===== src/hw/rtl/rcgm_pkg.sv =====
// ----------------------------------------------------------------------------
// rcgm_pkg: shared types and constants of the RC channel to gamepad mapper
// Register indexes, reset values and field widths used by the mapper.
// ----------------------------------------------------------------------------
package rcgm_pkg;

    // field widths
    localparam int unsigned PW_W      = 12;   // pulse width / axis value
    localparam int unsigned HYST_W    = 11;
    localparam int unsigned CNT_W     = 4;
    localparam int unsigned NUM_CH    = 8;
    localparam int unsigned AXIS_CNT  = 4;
    localparam int unsigned NUM_BTNS  = 5;
    localparam int unsigned CFG_IDX_W = 8;
    localparam int unsigned CFG_DAT_W = 12;

    // stream payload widths (packed, padded to whole bytes)
    localparam int unsigned IN_DATA_W  = 104;
    localparam int unsigned OUT_DATA_W = 64;

    // signed working width for threshold and inversion math
    localparam int unsigned SW = PW_W + 2;

    localparam logic [PW_W-1:0] PW_MAX = '1;

    // configuration register indexes
    typedef enum logic [CFG_IDX_W-1:0] {
        REG_AXIS_MIN    = 8'd0,
        REG_AXIS_MAX    = 8'd1,
        REG_AXIS_CENTER = 8'd2,
        REG_DEADBAND    = 8'd3,
        REG_BTN_THR     = 8'd4,
        REG_HYST        = 8'd5,
        REG_SW_LOW      = 8'd6,
        REG_SW_HIGH     = 8'd7
    } t_cfg_idx;

    // register reset values
    localparam logic [PW_W-1:0]   RST_AXIS_MIN    = 12'd1000;
    localparam logic [PW_W-1:0]   RST_AXIS_MAX    = 12'd2000;
    localparam logic [PW_W-1:0]   RST_AXIS_CENTER = 12'd1500;
    localparam logic [PW_W-1:0]   RST_DEADBAND    = 12'd4;
    localparam logic [PW_W-1:0]   RST_BTN_THR     = 12'd1500;
    localparam logic [HYST_W-1:0] RST_HYST        = 11'd50;
    localparam logic [PW_W-1:0]   RST_SW_LOW      = 12'd1300;
    localparam logic [PW_W-1:0]   RST_SW_HIGH     = 12'd1700;

    // function code carried in tuser
    typedef enum logic {
        FUNC_FRAME   = 1'b0,
        FUNC_NEUTRAL = 1'b1
    } t_func;

    // one accepted frame request
    typedef struct packed {
        t_func                     func;
        logic [CNT_W-1:0]          live_ch;
        logic [NUM_CH-1:0][PW_W-1:0] ch;
    } t_frame;

    // configuration set
    typedef struct packed {
        logic [PW_W-1:0]   axis_min;
        logic [PW_W-1:0]   axis_max;
        logic [PW_W-1:0]   axis_center;
        logic [PW_W-1:0]   deadband;
        logic [PW_W-1:0]   btn_thr;
        logic [HYST_W-1:0] hyst;
        logic [PW_W-1:0]   sw_low;
        logic [PW_W-1:0]   sw_high;
    } t_cfg;

endpackage


===== src/hw/rtl/rc_channel_to_gamepad_mapper_unit.sv =====
// Path: an accepted input request is held in the input register, then in
//   the result register, from which m_axis offers its result.
// Throughput: 1 frame per cycle unless m_axis_tready stalls the result
//   register; set by the single compare/update pass between the registers.
// Reset (i_rst_n low, synchronous): registers take their defaults, axes
//   go to 1500, buttons released, both pipeline stages empty.
// ----------------------------------------------------------------------------
// rc_channel_to_gamepad_mapper_unit: RC pulse widths to gamepad state
// Maps up to eight RC channels to four deadbanded axes and five buttons
// with hysteresis; a neutral command recenters axes and releases buttons.
// ----------------------------------------------------------------------------
module rc_channel_to_gamepad_mapper_unit (
    input  logic                                i_clk,
    input  logic                                i_rst_n,
    // frame input
    input  logic                                s_axis_tvalid,
    output logic                                s_axis_tready,
    // tdata from bit 0: live_ch[3:0], ch1_us..ch8_us (12 bits each), zero pad
    input  logic [rcgm_pkg::IN_DATA_W-1:0]      s_axis_tdata,
    // tuser: func
    input  logic                                s_axis_tuser,
    // result output
    output logic                                m_axis_tvalid,
    input  logic                                m_axis_tready,
    // tdata from bit 0: axis_x, axis_y, axis_rx, axis_ry (12 bits each),
    // button_bits[4:0], axis_changed[3:0], button_changed[4:0], zero pad
    output logic [rcgm_pkg::OUT_DATA_W-1:0]     m_axis_tdata,
    // configuration write channel
    input  logic                                i_cfg_valid,
    output logic                                o_cfg_ready,
    input  logic [rcgm_pkg::CFG_IDX_W-1:0]      i_cfg_index,
    input  logic [rcgm_pkg::CFG_DAT_W-1:0]      i_cfg_data
);
    import rcgm_pkg::*;

    // absolute difference meets deadband
    function automatic logic axis_hit(input logic [PW_W-1:0] v,
                                      input logic [PW_W-1:0] stored,
                                      input logic [PW_W-1:0] dband);
        logic [PW_W-1:0] d;
        d = (v >= stored) ? (v - stored) : (stored - v);
        return d >= dband;
    endfunction

    // next button state through threshold with hysteresis
    function automatic logic btn_next(input logic [PW_W-1:0] raw,
                                      input logic [PW_W-1:0] thr,
                                      input logic [HYST_W-1:0] h,
                                      input logic cur);
        logic signed [SW-1:0] lim;
        logic signed [SW-1:0] r;
        r   = signed'({2'b00, raw});
        lim = cur ? (signed'({2'b00, thr}) - signed'({3'b000, h}))
                  : (signed'({2'b00, thr}) + signed'({3'b000, h}));
        return r > lim;
    endfunction

    t_cfg   r_cfg;
    t_frame r_in;
    logic   r_in_vld;
    logic   r_out_vld;
    logic [OUT_DATA_W-1:0] r_out;

    logic [AXIS_CNT-1:0][PW_W-1:0] r_axis;
    logic [NUM_BTNS-1:0]           r_btn;

    logic [AXIS_CNT-1:0][PW_W-1:0] n_axis;
    logic [NUM_BTNS-1:0]           n_btn;
    logic [AXIS_CNT-1:0]           achg;
    logic [NUM_BTNS-1:0]           bchg;
    logic [AXIS_CNT-1:0][PW_W-1:0] axis_in;
    logic [AXIS_CNT-1:0]           axis_en;
    logic [NUM_BTNS-1:0][PW_W-1:0] btn_in;
    logic [NUM_BTNS-1:0][PW_W-1:0] btn_thr;
    logic [NUM_BTNS-1:0]           btn_en;
    logic signed [SW-1:0]          inv;
    logic                          adv;

    // handshakes
    assign adv           = r_in_vld && (!r_out_vld || m_axis_tready);
    assign s_axis_tready = !r_in_vld || adv;
    assign o_cfg_ready   = 1'b1;
    assign m_axis_tvalid = r_out_vld;
    assign m_axis_tdata  = r_out;

    // configuration registers
    always_ff @(posedge i_clk) begin
        if (!i_rst_n) begin
            r_cfg.axis_min    <= RST_AXIS_MIN;
            r_cfg.axis_max    <= RST_AXIS_MAX;
            r_cfg.axis_center <= RST_AXIS_CENTER;
            r_cfg.deadband    <= RST_DEADBAND;
            r_cfg.btn_thr     <= RST_BTN_THR;
            r_cfg.hyst        <= RST_HYST;
            r_cfg.sw_low      <= RST_SW_LOW;
            r_cfg.sw_high     <= RST_SW_HIGH;
        end else if (i_cfg_valid) begin
            case (i_cfg_index)
                REG_AXIS_MIN:    r_cfg.axis_min    <= i_cfg_data;
                REG_AXIS_MAX:    r_cfg.axis_max    <= i_cfg_data;
                REG_AXIS_CENTER: r_cfg.axis_center <= i_cfg_data;
                REG_DEADBAND:    r_cfg.deadband    <= i_cfg_data;
                REG_BTN_THR:     r_cfg.btn_thr     <= i_cfg_data;
                REG_HYST:        r_cfg.hyst        <= i_cfg_data[HYST_W-1:0];
                REG_SW_LOW:      r_cfg.sw_low      <= i_cfg_data;
                REG_SW_HIGH:     r_cfg.sw_high     <= i_cfg_data;
                default: ;
            endcase
        end
    end

    // input register
    always_ff @(posedge i_clk) begin
        if (!i_rst_n) begin
            r_in_vld <= 1'b0;
        end else if (s_axis_tready) begin
            r_in_vld <= s_axis_tvalid;
        end
    end

    always_ff @(posedge i_clk) begin
        if (s_axis_tready && s_axis_tvalid) begin
            r_in.func    <= t_func'(s_axis_tuser);
            r_in.live_ch <= s_axis_tdata[CNT_W-1:0];
            for (int i = 0; i < NUM_CH; i++) begin
                r_in.ch[i] <= s_axis_tdata[CNT_W + i*PW_W +: PW_W];
            end
        end
    end

    // channel routing and enables
    always_comb begin
        inv = signed'({2'b00, r_cfg.axis_min}) + signed'({2'b00, r_cfg.axis_max})
            - signed'({2'b00, r_in.ch[1]});
        axis_in[0] = r_in.ch[0];
        if (inv < 0) begin
            axis_in[1] = '0;
        end else if (inv > signed'({2'b00, PW_MAX})) begin
            axis_in[1] = PW_MAX;
        end else begin
            axis_in[1] = inv[PW_W-1:0];
        end
        axis_in[2] = r_in.ch[4];
        axis_in[3] = r_in.ch[5];
        axis_en[0] = r_in.live_ch >= 4'd1;
        axis_en[1] = r_in.live_ch >= 4'd2;
        axis_en[2] = r_in.live_ch >= 4'd5;
        axis_en[3] = r_in.live_ch >= 4'd6;

        btn_in[0]  = r_in.ch[2];
        btn_in[1]  = r_in.ch[3];
        btn_in[2]  = r_in.ch[6];
        btn_in[3]  = r_in.ch[6];
        btn_in[4]  = r_in.ch[7];
        btn_thr[0] = r_cfg.btn_thr;
        btn_thr[1] = r_cfg.btn_thr;
        btn_thr[2] = r_cfg.sw_low;
        btn_thr[3] = r_cfg.sw_high;
        btn_thr[4] = r_cfg.btn_thr;
        btn_en[0]  = r_in.live_ch >= 4'd3;
        btn_en[1]  = r_in.live_ch >= 4'd4;
        btn_en[2]  = r_in.live_ch >= 4'd7;
        btn_en[3]  = r_in.live_ch >= 4'd7;
        btn_en[4]  = r_in.live_ch >= 4'd8;
    end

    // axis and button update
    always_comb begin
        n_axis = r_axis;
        n_btn  = r_btn;
        achg   = '0;
        bchg   = '0;
        if (r_in.func == FUNC_NEUTRAL) begin
            for (int a = 0; a < AXIS_CNT; a++) begin
                n_axis[a] = r_cfg.axis_center;
            end
            achg  = '1;
            bchg  = r_btn;
            n_btn = '0;
        end else begin
            for (int a = 0; a < AXIS_CNT; a++) begin
                if (axis_en[a] && axis_hit(axis_in[a], r_axis[a], r_cfg.deadband)) begin
                    n_axis[a] = axis_in[a];
                    achg[a]   = 1'b1;
                end
            end
            for (int b = 0; b < NUM_BTNS; b++) begin
                if (btn_en[b]) begin
                    n_btn[b] = btn_next(btn_in[b], btn_thr[b], r_cfg.hyst, r_btn[b]);
                    bchg[b]  = n_btn[b] ^ r_btn[b];
                end
            end
        end
    end

    // state and result registers
    always_ff @(posedge i_clk) begin
        if (!i_rst_n) begin
            for (int a = 0; a < AXIS_CNT; a++) begin
                r_axis[a] <= RST_AXIS_CENTER;
            end
            r_btn     <= '0;
            r_out_vld <= 1'b0;
        end else begin
            if (adv) begin
                r_axis    <= n_axis;
                r_btn     <= n_btn;
                r_out_vld <= 1'b1;
            end else if (m_axis_tready) begin
                r_out_vld <= 1'b0;
            end
        end
    end

    always_ff @(posedge i_clk) begin
        if (adv) begin
            r_out <= {2'b00, bchg, achg, n_btn,
                      n_axis[3], n_axis[2], n_axis[1], n_axis[0]};
        end
    end

endmodule

===== config.mk =====
export PLATFORM = sky130hd
export DESIGN_NAME = rc_channel_to_gamepad_mapper_unit
export DESIGN_NICKNAME = d
export VERILOG_FILES = /design/src/hw/rtl/rcgm_pkg.sv /design/src/hw/rtl/rc_channel_to_gamepad_mapper_unit.sv
export SDC_FILE = /design/constraint.sdc
export NUM_CORES = 1
export LEC_CHECK = 0
export BUFFER_PORTS_ARGS = -buffer_cell sky130_fd_sc_hd__buf_2
export CAP_MARGIN = 15
export CORE_MARGIN = 2
export CORE_UTILIZATION = 45
export CTS_CLUSTER_DIAMETER = 150
export DETAILED_ROUTE_END_ITERATION = 16
export RECOVER_POWER = 25
export SLEW_MARGIN = 25
export SYNTH_ARGS = -nofsm -noshare
export SYNTH_HDL_FRONTEND = slang
export SYNTH_SLANG_ARGS = --single-unit
export TNS_END_PERCENT = 1

===== constraint.sdc =====
create_clock -name i_clk -period 18.8 [get_ports i_clk]
set_clock_uncertainty 0.05 [all_clocks]
set_input_delay 3.76 -clock i_clk [delete_from_list [all_inputs] [get_ports i_clk]]
set_output_delay 3.76 -clock i_clk [all_outputs]
set_load 0.02 [all_outputs]

# Word level (Yosys, flattened, before mapping)
# Cells that the tools add are included.
dict set report totals {
  ff_bits 313
  out_inout_bits 67
  input_bits 130
  word_cells 132
}
dict set report classes {
  add_sub_neg 16
  n_eq_ne 7
  mux 34
  n_reduce_logical 20
  n_bitwise 5
  n_lt_le_gt_ge 23
}
# cell count
set op_table {}
lappend op_table {{2-to-1 mux 12 bit} 10}
lappend op_table {{greater-or-equal comparator 12 bit} 8}
lappend op_table {{subtractor 12 bit} 8}
lappend op_table {{greater-than comparator 13 x 14 -> 1 bit} 5}
lappend op_table {{2-to-1 mux 14 bit} 5}
lappend op_table {{2-to-1 mux 48 bit} 1}
lappend op_table {{adder 12 x 11 -> 13 bit} 3}
lappend op_table {{subtractor 12 x 11 -> 13 bit} 3}
lappend op_table {{equality test 8 x 3 -> 1 bit (second input constant)} 4}
lappend op_table {{equality test 8 x 2 -> 1 bit (second input constant)} 2}
lappend op_table {{greater-or-equal comparator 4 x 3 -> 1 bit (second input constant)} 4}
lappend op_table {{2-to-1 mux 1 bit} 16}
lappend op_table {{AND reduction 2 bit} 8}
lappend op_table {{greater-than comparator 14 x 13 -> 1 bit (second input constant)} 1}
lappend op_table {{< comparator 14 x 1 -> 1 bit (second input constant)} 1}
lappend op_table {{subtractor 13 x 12 -> 14 bit} 1}
lappend op_table {{adder 12 x 12 -> 13 bit} 1}
lappend op_table {{2-to-1 mux 5 bit} 2}
lappend op_table {{equality test 8 x 1 -> 1 bit (second input constant)} 1}
lappend op_table {{greater-or-equal comparator 4 x 2 -> 1 bit (second input constant)} 2}
lappend op_table {{zero test 8 bit} 1}
lappend op_table {{logical AND 1 bit} 6}
lappend op_table {{bitwise XOR 1 bit} 5}
lappend op_table {{greater-or-equal comparator 4 x 1 -> 1 bit (second input constant)} 1}
lappend op_table {{4 further kinds} 6}

# Longest topological paths before layout
dict set report depth {
  depth_word 11
  mapped_depth 30
  depth_no_buf 28
}

# Worst setup path after synthesis
# No wires, ideal clock.
dict set report synth_timing {
  path_type {input to output}
  from {input port m_axis_tready}
  to {output port s_axis_tready}
  path_slack_ns 10.878
  path_stages 2
  required_time_ns 14.990
  n_path_buf 0
  arrival_ns 4.112
  cell_sequence {nor2b_1 -> nand2_1}
}
dict set report synth_via {
  elab_chain_len 3
}
# element line
set synth_lines {}
lappend synth_lines {{from (decl)} rc_channel_to_gamepad_mapper_unit.sv:24} ;# input logic m_axis_tready,
lappend synth_lines {{logical OR 1 bit} rc_channel_to_gamepad_mapper_unit.sv:80} ;# assign adv = r_in_vld && (!r_out_vld || m_axis_tready);
lappend synth_lines {{logical AND 1 bit} rc_channel_to_gamepad_mapper_unit.sv:80}
lappend synth_lines {{logical OR 1 bit} rc_channel_to_gamepad_mapper_unit.sv:81} ;# assign s_axis_tready = !r_in_vld || adv;
lappend synth_lines {{to (decl)} rc_channel_to_gamepad_mapper_unit.sv:17} ;# output logic s_axis_tready,
# No other way between the ends.

# Worst setup path after layout
# Same ends and word-level chain as after synthesis.

==> results_dict.tcl <==
set metrics [dict create \
    min_path_cells 2 \
    numCtsBuffers 40 \
    r2r-end "m_axis_tdata[21]" \
    cts_setup_buffers 0 \
    critical_path.most_common_cell "buf_2" \
    synth_seq_cells 313 \
    ios 197 \
    synth-async-reset-ratio 0 \
    synth_top_area_cell "edfxtp_1" \
    clk_pin_slew_ns 0.06 \
    synthCells 2542 \
    cp.required_ns 14.99 \
    drc 0 \
    max_freq_mhz 123 \
    place_ws_ns 10.65 \
    vias 19563 \
    path_buf_inv 2 \
    cts_max_path_buffers 3 \
    grt_use_total 0.264 \
    start_util 0.455 \
    critPathKind "in -> out" \
    cp_cell_sequence "buf_2 -> nor2b_1 -> nand2_1 -> buf_2" \
    antenna_left 0 \
    wl_um 70400 \
    cp.arrival_ns 4.33 \
    synth_cell_types 86 \
    start_kind "input pin" \
    p_switching_uw 939 \
    cts_tree "built" \
    rsz0062_at_grt "false" \
    swShare 0.372 \
    wl_per_cell_um 20.8 \
    final_nets 3110 \
    die_w_um 229 \
    cpLargestDelayFamily "simple AND/OR/NAND/NOR gates" \
    dieArea_um2 52500 \
    power_leakage_uw 0.0111 \
    hold_buffers 0 \
    hold_viol_final 0 \
    ys.flop_type "edfxtp_1" \
    maxCapViolations 1 \
    synth_common_cells "279 x ha_1, 261 x nand2_1, 223 x inv_1" \
    rrSetupSlack_ns 11.10 \
    finalSetupTns_ns 0 \
    powerDensity_nw_per_um2 98.6 \
    worst_slack_ns 10.66 \
    p_total_uw 2520 \
    worst_pin_slew_ns 4.06 \
    synth_area_leaders "edfxtp_1 21%, ha_1 15%, dfxtp_1 13%, a21oi_1 4.5%, nand2_1 4.3%" \
    antenna_found_initial 2 \
    slew_violations 50 \
    cp_num_cells 4 \
    htree_levels 2 \
    min_period_ns 8.14 \
    grt_pass1_vias 18976 \
    slowest_stage "nor2b_1" \
    viasPerCell 5.79 \
    yosys.area.top_type_share 0.215 \
    violations "max-capacitance violations, max-slew violations" \
    hold_start "r_cfg[55]" \
    area_growth_syn_to_layout_pct 12.2 \
    power_frac_seq 0.327 \
    drtIter0Drc 1518 \
    synth_area_um2 22800 \
    portBuffers 189 \
    slew-limit-headroom -1.71 \
    slowest_delay_ns 0.21 \
    period_share 0.433 \
    grt_overflow_total 0 \
    dp_hpwl_um 52600 \
    yosys_warnings 0 \
    rr_startpoint "r_in[13]" \
    yosysMostFrequentCell "ha_1" \
    cts_num_sinks 313 \
    synth-edff-count 163 \
    ys_seq_area_frac 0.346 \
    fp.coreArea_um2 50100 \
    setup_violations 0 \
    grt_max_degree 62 \
    status "complete, but fails checks" \
    drt_pass1_iterations 5 \
    grt_pass1_wl_um 109000 \
    worstSkewPairLatency_ns 0.57 \
    vdd_drop_max_v 0.0000937 \
    syn_area_per_cell_um2 8.97 \
    routabilityCongestion 0.940 \
    hp-class "reg -> reg" \
    core.rowCount 82 \
    clockRootBuffer "clkbuf_16" \
    hold_end "r_cfg[55]" \
    diodes 0 \
    worstRegToRegCells 24 \
    die_h_um 229 \
    comb_power_share 0.375 \
    ctsResizeCount 0 \
    crit_path_end_kind "output pin" \
    post_route_cells_drive_above_1_share 0.117 \
    pwr-share-clk 0.298 \
    p_int_uw 1580 \
    path_max_fanout 4 \
]
==> registers in the layout (all words and copies together), names as in the netlist <==
register       cells
btn_in            48
r_cfg             59
r_btn              5
axis_in           36
r_in              17
r_in_vld           1
m_axis_tvalid      1
r_axis            48
btn_thr           36
m_axis_tdata      62
==> power groups by stage <==
stage / Sequential, uW / Clock (uW) / Combinational [uW]
6_report: 825 / 750 / 947
5_1_grt: 831 / 792 / 1050
4_1_cts: 824 / 766 / 937
3_5_place_dp: 838 / 0 / 932
3_3_place_gp: 837 / 0 / 905
2_1_floorplan: 847 / 0 / 653
==> metal layers <==
layer / vias up / share of wire / wire [um] / global-route usage
li1: 9400 / - / - / -
met1: 9446 / 0.45 / 31400 / 0.353
met2: 596 / 0.47 / 32900 / 0.440
met3: 117 / 0.055 / 3870 / 0.0370
met4: 4 / 0.031 / 2210 / 0.0911
met5: - / 0.00035 / 25 / 0
==> kinds of logic after synthesis <==
kind of cell,synth area share
buf+inv,0.0596
simple gates,0.136
other cells,0.000329
xor+xnor,0.0342
flops,0.346
compound gates,0.207
mux,0.0398
fa+ha+maj,0.176
==> worst reg2reg max path: stages (launching register included) <==
cell and delay, ns:
edfxtp_1 0.36, inv_1 0.10, fa_1 0.46, fa_1 0.50, a211oi_1 0.40, o211ai_2 0.18, a31oi_1 0.23, xor2_1 0.27
o21ai_1 0.52, ha_1 0.28, inv_1 0.06, fa_1 0.38, a21oi_1 0.14, o21bai_1 0.11, a41oi_1 0.26, o31ai_1 0.18
a311oi_4 0.73, mux2_2 0.43, ha_1 0.27, a211oi_1 0.06, o21bai_1 0.15, a41oi_1 0.21, a211oi_4 0.76, or2_2 0.25
nand2_1 0.10
==> cell usage in the layout (no fill, tap or decap), types with 62 or more instances in the layout <==
cell type  synthesis  layout
a21oi_1          203     203
buf_2             19     183
dfxtp_1          150     150
edfxtp_1         163     163
ha_1             279     279
inv_1            223     222
mux2i_1           84      84
nand2_1          261     261
nand3_1           74      74
nor2_1           147     145
o21ai_0          152     152
xnor2_1           62      62
==> worst max path at each step <==
stage	from	endpoint	slack, ns
after detailed placement	m_axis_tready	s_axis_tready	10.65
after floorplan	m_axis_tready	s_axis_tready	10.88
final	m_axis_tready	s_axis_tready	10.66
after global routing	r_in[13]	m_axis_tdata[23]	10.54
after global placement	m_axis_tready	s_axis_tready	10.68
after CTS	m_axis_tready	s_axis_tready	10.64
==> stage by stage <==
stage | cell area, um2 | hold WS [ns] | util | std cells
final | 25600 | 0.407 | 0.511 | 3379
after CTS | 25600 | 0.406 | 0.511 | 3379
after floorplan | 22800 | 0.386 | - | 2543
after global placement | 24300 | 0.392 | 0.485 | 3305
after global routing | 25600 | 0.433 | 0.511 | 3379
after detailed placement | 24300 | 0.398 | 0.486 | 3305
==> cell type report <==
class,count,area [um2]
sequential,313,7900
clock buffer,59,1190
inverter,226,851
clock inverter,15,91.3
tap,672,841
timing repair buffer,210,1100
multi-input combinational,1884,13600
fill,4670,24500
No activity file was read; power rests on OpenSTA's default activity.
